[src/rtl/kiq_pkg.sv]
// ----------------------------------------------------------------------------
// kiq_pkg
// Shared types of the key/index sorter.
// ----------------------------------------------------------------------------
package kiq_pkg;
	localparam int KEY_W = 32;
	localparam int IDX_W = 16;
	localparam int PTR_W = 6;

	typedef struct packed {
		logic signed [KEY_W-1:0] key;
		logic [IDX_W-1:0] item_index;
		logic final_item;
	} in_item_t;

	typedef struct packed {
		logic signed [KEY_W-1:0] sorted_key;
		logic [IDX_W-1:0] sorted_index;
		logic last_result;
		logic overflow;
	} out_item_t;

	typedef struct packed {
		logic signed [KEY_W-1:0] key;
		logic [IDX_W-1:0] idx;
	} pair_t;
endpackage

[src/rtl/key_index_quicksort.sv]
// ----------------------------------------------------------------------------
// key_index_quicksort
// Collects key/index pairs, sorts them with a first-element-pivot quicksort
// held in RAM, and emits them in ascending key order.
// ----------------------------------------------------------------------------
// channel | direction | payload     | handshake
// in      | input     | in_item_t   | in_valid / in_stall
// out     | output    | out_item_t  | out_valid / out_stall
// Loading takes one transfer per cycle.
// After the final item the sort runs from the pair RAM, comparing keys and
// swapping pairs, with ranges popped from the range RAM.
// Unloading reads the pair RAM for each result after the previous one transfers.
// Reset clears the state, item count, stack pointer and flags; RAM contents need no reset.
// Input stalls from the final item until the last result transfers.
module key_index_quicksort
	import kiq_pkg::*;
#(
	parameter int MAX_ITEMS = 64
) (
	input logic clk,
	input logic arst_n,
	input logic in_valid,
	output logic in_stall,
	input in_item_t in_data,
	output logic out_valid,
	input logic out_stall,
	output out_item_t out_data
);
	localparam int AW = $clog2(MAX_ITEMS);
	localparam int CW = $clog2(MAX_ITEMS + 1);

	typedef enum logic [4:0] {
		LOAD, POP, POPW, PIV, PIVW, RSCAN, RSCANW, LSCAN, LSCANW, SWPA, SWPB,
		FINW, FIN, PUSH1, PUSH2, OUTR, OUTW, OUTH
	} state_t;

	state_t state_q;
	logic [CW-1:0] cnt_q;
	logic drop_q;
	logic [AW-1:0] lo_q, hi_q, l_q, r_q, b_q, oi_q;
	logic [PTR_W:0] sp_q;
	logic signed [KEY_W-1:0] piv_q;
	logic [IDX_W-1:0] piv_idx_q;
	logic pswap_q;
	pair_t pa_q, pb_q;
	out_item_t out_q;
	logic ov_q;

	logic we;
	logic [AW-1:0] waddr, raddr;
	pair_t wdata, rdata;
	logic swe;
	logic [PTR_W-1:0] saddr_w, saddr_r;
	logic [2*PTR_W-1:0] sw, sr;

	kiq_ram #(.WIDTH(KEY_W + IDX_W), .DEPTH(MAX_ITEMS)) u_pairs (
		.clk(clk), .we(we), .waddr(waddr), .wdata(wdata), .raddr(raddr),
		.rdata(rdata)
	);
	kiq_ram #(.WIDTH(2 * PTR_W), .DEPTH(64)) u_stack (
		.clk(clk), .we(swe), .waddr(saddr_w), .wdata(sw), .raddr(saddr_r),
		.rdata(sr)
	);

	assign in_stall = (state_q != LOAD);
	assign out_valid = (state_q == OUTH);
	assign out_data = out_q;

	logic [PTR_W-1:0] lo_r, hi_r;
	assign lo_r = sr[2*PTR_W-1:PTR_W];
	assign hi_r = sr[PTR_W-1:0];

	always_comb begin
		we = 1'b0;
		waddr = cnt_q[AW-1:0];
		wdata = '{key: in_data.key, idx: in_data.item_index};
		raddr = r_q;
		swe = 1'b0;
		saddr_w = sp_q[PTR_W-1:0];
		sw = '0;
		saddr_r = PTR_W'(sp_q - 1'b1);
		case (state_q)
			LOAD: begin
				we = in_valid && (cnt_q < CW'(MAX_ITEMS));
				if (in_valid && in_data.final_item && cnt_q >= CW'(1)) begin
					swe = 1'b1;
					saddr_w = '0;
					sw = {PTR_W'(0), PTR_W'(cnt_q - CW'(1)
						+ CW'(in_data.final_item && cnt_q < CW'(MAX_ITEMS)))};
				end
			end
			PIV: raddr = lo_q;
			RSCAN, RSCANW: raddr = r_q;
			LSCAN, LSCANW: raddr = l_q;
			SWPA: begin
				we = 1'b1;
				waddr = l_q;
				wdata = pb_q;
			end
			SWPB: begin
				we = 1'b1;
				waddr = r_q;
				wdata = pa_q;
			end
			FINW, FIN: raddr = l_q;
			PUSH1: begin
				if (CW'(b_q) - CW'(lo_q) >= CW'(2)) begin
					swe = 1'b1;
					sw = {PTR_W'(lo_q), PTR_W'(b_q - 1'b1)};
				end
			end
			PUSH2: begin
				if (CW'(hi_q) - CW'(b_q) >= CW'(2)) begin
					swe = 1'b1;
					sw = {PTR_W'(b_q + 1'b1), PTR_W'(hi_q)};
				end
			end
			OUTR, OUTW, OUTH: raddr = oi_q;
			default: ;
		endcase
	end

	// Partition runs in the pair RAM: pa/pb hold the left and right pair.
	always_ff @(posedge clk or negedge arst_n) begin
		if (!arst_n) begin
			state_q <= LOAD;
			cnt_q <= '0;
			drop_q <= 1'b0;
			sp_q <= '0;
			ov_q <= 1'b0;
			pswap_q <= 1'b0;
		end else begin
			case (state_q)
				LOAD: begin
					if (in_valid) begin
						if (cnt_q < CW'(MAX_ITEMS)) begin
							cnt_q <= cnt_q + 1'b1;
						end else begin
							drop_q <= 1'b1;
						end
						if (in_data.final_item) begin
							ov_q <= drop_q || (cnt_q >= CW'(MAX_ITEMS));
							oi_q <= '0;
							if (cnt_q >= CW'(1)) begin
								sp_q <= (PTR_W+1)'(1);
								state_q <= POP;
							end else begin
								state_q <= OUTR;
							end
						end
					end
				end
				POP: begin
					if (sp_q == '0) begin
						state_q <= OUTR;
					end else begin
						state_q <= POPW;
					end
				end
				POPW: begin
					sp_q <= sp_q - 1'b1;
					lo_q <= AW'(lo_r);
					hi_q <= AW'(hi_r);
					l_q <= AW'(lo_r) + 1'b1;
					r_q <= AW'(hi_r);
					pswap_q <= 1'b0;
					if (lo_r >= hi_r) begin
						state_q <= POP;
					end else begin
						state_q <= PIV;
					end
				end
				PIV: state_q <= PIVW;
				PIVW: begin
					piv_q <= rdata.key;
					piv_idx_q <= rdata.idx;
					state_q <= RSCAN;
				end
				RSCAN: state_q <= RSCANW;
				RSCANW: begin
					if (l_q >= r_q) begin
						state_q <= FINW;
					end else if (rdata.key >= piv_q) begin
						r_q <= r_q - 1'b1;
						state_q <= RSCAN;
					end else begin
						pb_q <= rdata;
						state_q <= LSCAN;
					end
				end
				LSCAN: state_q <= LSCANW;
				LSCANW: begin
					if (l_q >= r_q) begin
						state_q <= FINW;
					end else if (rdata.key < piv_q) begin
						l_q <= l_q + 1'b1;
						state_q <= LSCAN;
					end else begin
						pa_q <= rdata;
						state_q <= SWPA;
					end
				end
				SWPA: state_q <= SWPB;
				SWPB: begin
					if (pswap_q) begin
						pswap_q <= 1'b0;
						state_q <= PUSH1;
					end else begin
						state_q <= RSCAN;
					end
				end
				FINW: state_q <= FIN;
				FIN: begin
					if (rdata.key >= piv_q) begin
						b_q <= lo_q;
						state_q <= PUSH1;
					end else begin
						// swap pivot pair into the meeting point
						b_q <= l_q;
						pb_q <= rdata;
						pa_q <= '{key: piv_q, idx: piv_idx_q};
						l_q <= lo_q;
						r_q <= l_q;
						pswap_q <= 1'b1;
						state_q <= SWPA;
					end
				end
				PUSH1: begin
					if (CW'(b_q) - CW'(lo_q) >= CW'(2)) sp_q <= sp_q + 1'b1;
					state_q <= PUSH2;
				end
				PUSH2: begin
					if (CW'(hi_q) - CW'(b_q) >= CW'(2)) sp_q <= sp_q + 1'b1;
					state_q <= POP;
				end
				OUTR: state_q <= OUTW;
				OUTW: begin
					out_q.sorted_key <= rdata.key;
					out_q.sorted_index <= rdata.idx;
					out_q.last_result <= (CW'(oi_q) + 1'b1 == cnt_q);
					out_q.overflow <= ov_q;
					state_q <= OUTH;
				end
				OUTH: begin
					if (!out_stall) begin
						if (CW'(oi_q) + 1'b1 == cnt_q) begin
							cnt_q <= '0;
							drop_q <= 1'b0;
							state_q <= LOAD;
						end else begin
							oi_q <= oi_q + 1'b1;
							state_q <= OUTR;
						end
					end
				end
				default: state_q <= LOAD;
			endcase
		end
	end
endmodule

[src/rtl/kiq_ram.sv]
// ----------------------------------------------------------------------------
// kiq_ram
// Generic single-port-write, one-read RAM with registered read.
// ----------------------------------------------------------------------------
module kiq_ram #(
	parameter int WIDTH = 8,
	parameter int DEPTH = 64
) (
	input logic clk,
	input logic we,
	input logic [$clog2(DEPTH)-1:0] waddr,
	input logic [WIDTH-1:0] wdata,
	input logic [$clog2(DEPTH)-1:0] raddr,
	output logic [WIDTH-1:0] rdata
);
	logic [WIDTH-1:0] mem [DEPTH];

	always_ff @(posedge clk) begin
		if (we) begin
			mem[waddr] <= wdata;
		end
		rdata <= mem[raddr];
	end
endmodule

[config.mk]
export PLATFORM = sky130hd
export DESIGN_NAME = key_index_quicksort
export DESIGN_NICKNAME = d
export VERILOG_FILES = /design/src/rtl/kiq_pkg.sv /design/src/rtl/key_index_quicksort.sv /design/src/rtl/kiq_ram.sv
export SDC_FILE = /design/constraint.sdc
export NUM_CORES = 2
export LEC_CHECK = 0
export BUFFER_PORTS_ARGS = -buffer_cell sky130_fd_sc_hd__clkbuf_2
export CORE_MARGIN = 2
export CORE_UTILIZATION = 40
export DETAILED_ROUTE_END_ITERATION = 12
export HOLD_SLACK_MARGIN = 0.06
export MAX_ROUTING_LAYER = met4
export PLACE_DENSITY = 0.59
export SYNTH_ARGS = -nofsm -noshare
export SYNTH_HDL_FRONTEND = slang
export SYNTH_HIERARCHICAL = 1
export SYNTH_SLANG_ARGS = --single-unit
export TNS_END_PERCENT = 100
[constraint.sdc]
create_clock -name clk -period 18.4 [get_ports clk]
set_clock_uncertainty 0.05 [all_clocks]
set_input_delay 2.76 -clock clk [delete_from_list [all_inputs] [get_ports clk]]
set_output_delay 2.76 -clock clk [all_outputs]
set_load 0.1 [all_outputs]
== Word level (Yosys, flattened, before mapping) ==
Memory sizes are Yosys's and may differ from the RTL's. A register that Yosys moved wholly into a read port is not among the register bits.
Cells that the tools add are included.

* Bitwise gates (word level): 0
* Muxes and demuxes: 71
* Equal/unequal tests: 34
* Add/subtract/negate cells: 14
* Shift-type cells: 0
* Reductions and logical operators: 34
* $mul: 0
* Divide/modulo/power cells: 0
* Order comparisons: 9

{| class="wikitable"
|+ Operators with widths
! cell !! count
|-
| $pmux W48 S2 || 3
|-
| $mux W48 || 5
|-
| $pmux W5 S18 || 1
|-
| $mux W6 || 14
|-
| $mux W7 || 9
|-
| $pmux W6 S3 || 3
|-
| $eq A5 B4 Y1 const B || 8
|-
| $pmux W12 S3 || 1
|-
| $ge A32 B32 Y1 || 1
|-
| $lt A32 B32 Y1 || 1
|-
| $ne A2 B2 Y1 const B || 15
|-
| $mux W4 || 7
|-
| $pmux W7 S4 || 1
|-
| $reduce_and A5 Y1 || 5
|-
| $add A6 B1 Y6 const B || 4
|-
| $mux W12 || 2
|-
| $pmux W6 S2 || 2
|-
| $eq A5 B3 Y1 const B || 4
|-
| $sub A6 B1 Y6 const B || 3
|-
| $mux W5 || 3
|-
| $add A7 B1 Y7 const B || 2
|-
| $ge A7 B2 Y1 const B || 2
|-
| $pmux W7 S2 || 1
|-
| $sub A6 B6 Y7 || 2
|-
| other kinds (31) || 63
|}

* Register bits: 252
* Bits in writable memories: 3840
* Output and inout bits: 52
* Latch bits: 0
* Logic and storage cells: 186
* Bits in read-only memories: 0
* Input bits: 53
* Memories kept: 2

{| class="wikitable"
|+ Memory list
! memory !! words !! bits a word !! read ports !! clocked after Yosys merged registers in !! write ports !! line !! RTL
|-
| u_pairs.mem || 64 || 48 || 1 || 1 || 1 || kiq_ram.sv:16 || <nowiki>logic [WIDTH-1:0] mem [DEPTH];</nowiki>
|-
| u_stack.mem || 64 || 12 || 1 || 1 || 1 || kiq_ram.sv:16 ||
|}

== Depth between registers and ports, before layout ==
* Word-level depth: 6
* Depth in mapped cells: 16
* Gate-level depth less buffers: 12

== By module ==
Netlist, hierarchy kept.

{| class="wikitable"
|+ By module, submodules not included
! module !! sequential area each (um^2) !! times used !! cells each !! area each (um^2)
|-
| kiq_ram at u_pairs || 93209.4 || 1 || 4969 || 117109.8
|-
| kiq_ram at u_stack || 23302.3 || 1 || 1339 || 29851.1
|-
| key_index_quicksort || 7457.2 || 1 || 1166 || 12857.3
|}

== Worst setup path after synthesis ==
OpenSTA, ideal clock, no wires.

* Path type: input to register
* From: in arst_n
* To: reg out_q (netlist bit out_data[0]), enable pin
* Setup slack: 10.141 ns
* Setup time: 0.582 ns
* Arrival time: 7.628 ns
* Data required time: 17.768 ns
* Path buffers: 0
* Stages: 2
* Cell sequence: inv_1 > nor4_1

* Longest elaborated chain between the ends: 1

{| class="wikitable"
|+ Ends and longest elaborated chain
! element !! line !! RTL
|-
| start, declared || key_index_quicksort.sv:21 || <nowiki>input logic arst_n,</nowiki>
|-
| $reduce_and A2 Y1 (no line) || -- ||
|-
| end, declared || key_index_quicksort.sv:46 || <nowiki>out_item_t out_q;</nowiki>
|}

No other way between the ends.
A chain may end at the register's enable or synchronous reset.

== Worst setup path after layout ==
* From: reg state_q[3]
* To: reg u_pairs.rdata[25] (read register of u_pairs.mem)

* Longest elaborated chain between the ends: 3
* Elaborated cells between the ends (all ways): 11
* Classes of those cells: eq/ne (8); mux (1); reduce/logical (2)

{| class="wikitable"
|+ Ends and longest elaborated chain
! element !! line !! RTL
|-
| start, declared || key_index_quicksort.sv:37 || <nowiki>state_t state_q;</nowiki>
|-
| start signal, assigned || key_index_quicksort.sv:126 || <nowiki>state_q <= LOAD;</nowiki>
|-
| start signal, assigned || key_index_quicksort.sv:146 || <nowiki>state_q <= POP;</nowiki>
|-
| start signal, assigned || key_index_quicksort.sv:148 || <nowiki>state_q <= OUTR;</nowiki>
|-
| $eq A5 B4 Y1 (tied with other cells) || key_index_quicksort.sv:82 || <nowiki>case (state_q)</nowiki>
|-
| $reduce_or A4 Y1 (no line) or $reduce_or A3 Y1 (tied branches) || -- ||
|-
| $pmux W6 S3 * || key_index_quicksort.sv:82 ||
|-
| via raddr[0] || key_index_quicksort.sv:50 || <nowiki>logic [AW-1:0] waddr, raddr;</nowiki>
|-
| end, declared || kiq_ram.sv:14 || <nowiki>output logic [WIDTH-1:0] rdata</nowiki>
|}

The timed path passes the listed nets; every way through them passes the cells marked *.

==> flow_summary.ini <==
[global_routing]
grt_pass1_vias = 80087
track_usage = 0.222
grt_max_degree = 116
antenna_found_initial = 16
grt-ovfl-total = 0
grt_pass1_wl_um = 622000

[worst_setup_path]
end_kind = flop
critPathRequiredTime_ps = 19140
cp-start-kind = flop
arrival_ps = 7910
critPathKind = flop to flop
path_max_fanout = 87

[floorplanning]
die-area_mm2 = 0.405
fp-row-count = 232
die_h_um = 636
start_util = 0.401
io_pins = 105
chipWidth_um = 636
core-area_mm2 = 0.399

[finish]
stdcell_area_mm2 = 0.182
multiInputGateArea_mm2 = 0.0343
area_growth_pct = 13.7
finish.utilization = 0.456
drive_above_1_share = 0.262
register_area_mm2 = 0.124
nNetsFinal = 7993
fillers = 33042

[routing]
vias_per_cell = 5.97
antenna_left = 0
wl_per_cell_um = 32.8
dr.pass1.iters = 6
drtIter0Drc = 10517
num_vias = 80598
drt_wl_total_um = 443000
drcViolationCount = 0

[sta]
finalCriticalPeriod_ps = 7170
setup_slack_ps = 11230
timing.hold.ws_ps = 404
rsz0062_at_grt = false
report.final.slew_viol_count = 0
hold_viol_final = 0
slew_headroom = 0.0231
fmax_ghz = 0.139
tightest_slew_ps = 1470
setup_viol = 0
fin_tns_setup_ps = 0
fin_crit_sh = 0.390

[logic_synthesis]
yosys_most_used_dff = edfxtp_1
synth_edf_count = 4070
synthArstFlopShare = 0.00530
yosys_register_bits = 4152
syn_area_per_cell_um2 = 21.4
seq_area_frac_synth = 0.776
ys_warn_count = 6
syn_nets = 7597
synthCells = 7474
ys_types = 74
synthesis.area_mm2 = 0.160

[clocking]
cts_resized = 0
insertion_delay_ps = 970
post_cts_buffers = 0
path_clk_slew_ps = 60
tritoncts = built
cts_root_buf = clkbuf_16
h-tree-depth = 5
numCtsBuffers = 409
hold_buffers = 0
cts.sinks = 4152
clk_path_buf_depth = 4

[power_and_ir_drop]
power_density_mw_per_mm2 = 168
p_leak_nw = 56.6
vdd_ir_drop_max_mv = 0.165

[placement]
place.gp.congestion = 0.821
place_area_mm2 = 0.168
dp_slack_ps = 10920
hpwl_um = 249000
port-buffer-count = 104

[flow_run]
drv_cap = 0

[hold_path]
hp-class = flop to flop

[outcome]
status = complete, no violations
==> final cells by class <==
class / instances / share of cell area
Antenna cell: 12 / 0.000165
Tap cell: 5265 / 0.0363
Multi-Input combinational cell: 2833 / 0.189
Timing Repair Buffer: 391 / 0.0154
Sequential cell: 4152 / 0.682
Clock inverter: 236 / 0.0141
Inverter: 83 / 0.00178
Clock buffer: 529 / 0.0608
==> metrics by stage <==
| stage | cells | power (W) |
|---|---|---|
| after global placement | 12709 | 0.0220 |
| after floorplan | 7474 | 0.0182 |
| final | 13501 | 0.0304 |
| after CTS | 13489 | 0.0306 |
| after global routing | 13495 | 0.0314 |
| after detailed placement | 12724 | 0.0222 |
==> layer usage <==
layer | vias to the layer above | global-route usage | part of all wire
li1 | 32278 | - | -
met1 | 43589 | 0.294 | 0.39
met2 | 4023 | 0.355 | 0.49
met3 | 708 | 0.0310 | 0.080
met4 | 0 | 0.0725 | 0.037
met5 | - | - | 0
==> synth_stat cells, types with 16 or more instances <==
cell type,instances,area (µm²)
inv_1,83,312
a22oi_1,140,1050
ha_1,68,851
a31oi_1,16,100
nor2_1,263,987
o22ai_1,148,926
mux4_2,946,21300
nand2_1,307,1150
nor3_1,29,145
a22o_1,72,631
nor2b_1,49,307
a21oi_1,118,591
xnor2_1,22,193
a211oi_1,51,383
o21ai_0,80,400
a221oi_1,85,744
buf_1,17,63.8
dfrtp_1,22,551
a311oi_1,16,140
nand3_1,53,265
edfxtp_1,4070,122000
mux2_2,19,214
mux2i_1,96,961
buf_2,111,556
nand2b_1,39,244
o221ai_1,49,429
buf_4,73,548
clkbuf_1,178,668
buf_6,25,282
dfxtp_1,60,1200
==> registers in the layout (all words and copies together) (netlist names), 12 cells and up <==
name	flops
u_stack/rdata	12
u_stack/mem	768
piv_q	32
pa_q	48
u_pairs/mem	3072
pb_q	48
out_data	50
piv_idx_q	16
u_pairs/rdata	48
==> cells by family (layout without fill, tap and decap cells) <==
group | after synthesis | count (layout) | share of synthesized area
AO/OA/AOI/OAI | 847 | 847 | 0.0377
XOR/XNOR | 37 | 37 | 0.00211
adder cells (fa/ha/maj) | 70 | 70 | 0.00557
buffers and inverters | 489 | 1239 | 0.0153
flip-flops | 4152 | 4152 | 0.776
multiplexers | 1061 | 1061 | 0.141
other | 0 | 12 | 0
AND/OR/NAND/NOR | 818 | 818 | 0.0230
==> cells in the final DEF (no fill, tap or decap), drive strengths merged, types with 51 or more instances in the layout <==
master  Yosys  final
nor2      264    264
nand3      53     53
buf       226    287
dfxtp      60     60
inv        83     90
a221oi     85     85
clkinv      0    158
mux2i      96     96
clkbuf    180    633
edfxtp   4070   4070
nand2     308    308
a21oi     119    119
mux4      946    946
a211oi     51     51
a22oi     140    140
ha         68     68
o22ai     148    148
o21ai      82     82
a22o       72     72
==> report_power, final <==
group          switching, W  internal [W]
logic               0.00652       0.00393
registers          0.000355        0.0112
clock network       0.00360       0.00488
total                0.0105        0.0200
==> critical path: stages (launching register included) <==
cell and delay [ps]:
dfrtp_1 570, nor2_1 310, nand2_1 200, o21ai_0 660, a222oi_1 210, mux2i_4 790
buf_12 620, buf_12 410, buf_4 780, mux4_2 600, a22o_1 250, a221oi_1 890
a221oi_1 230
==> worst paths after layout <==
| check | start | to | slack [ps] | depth (start not counted) |
|---|---|---|---|---|
| worst max-delay path | state_q[3] | u_pairs/rdata[25] | 11230 | 12 |
| worst min-delay path | ov_q | out_data[0] | 400 | 0 |
| worst max register to register | state_q[3] | u_pairs/rdata[25] | 11230 | 12 |
| worst min register to register | ov_q | out_data[0] | 400 | 0 |
| max in group asynchronous | arst_n | state_q[3] | 16120 | 1 |
| min in group asynchronous | arst_n | state_q[4] | 1770 | 1 |
No activity file was read; power rests on OpenSTA's default activity.
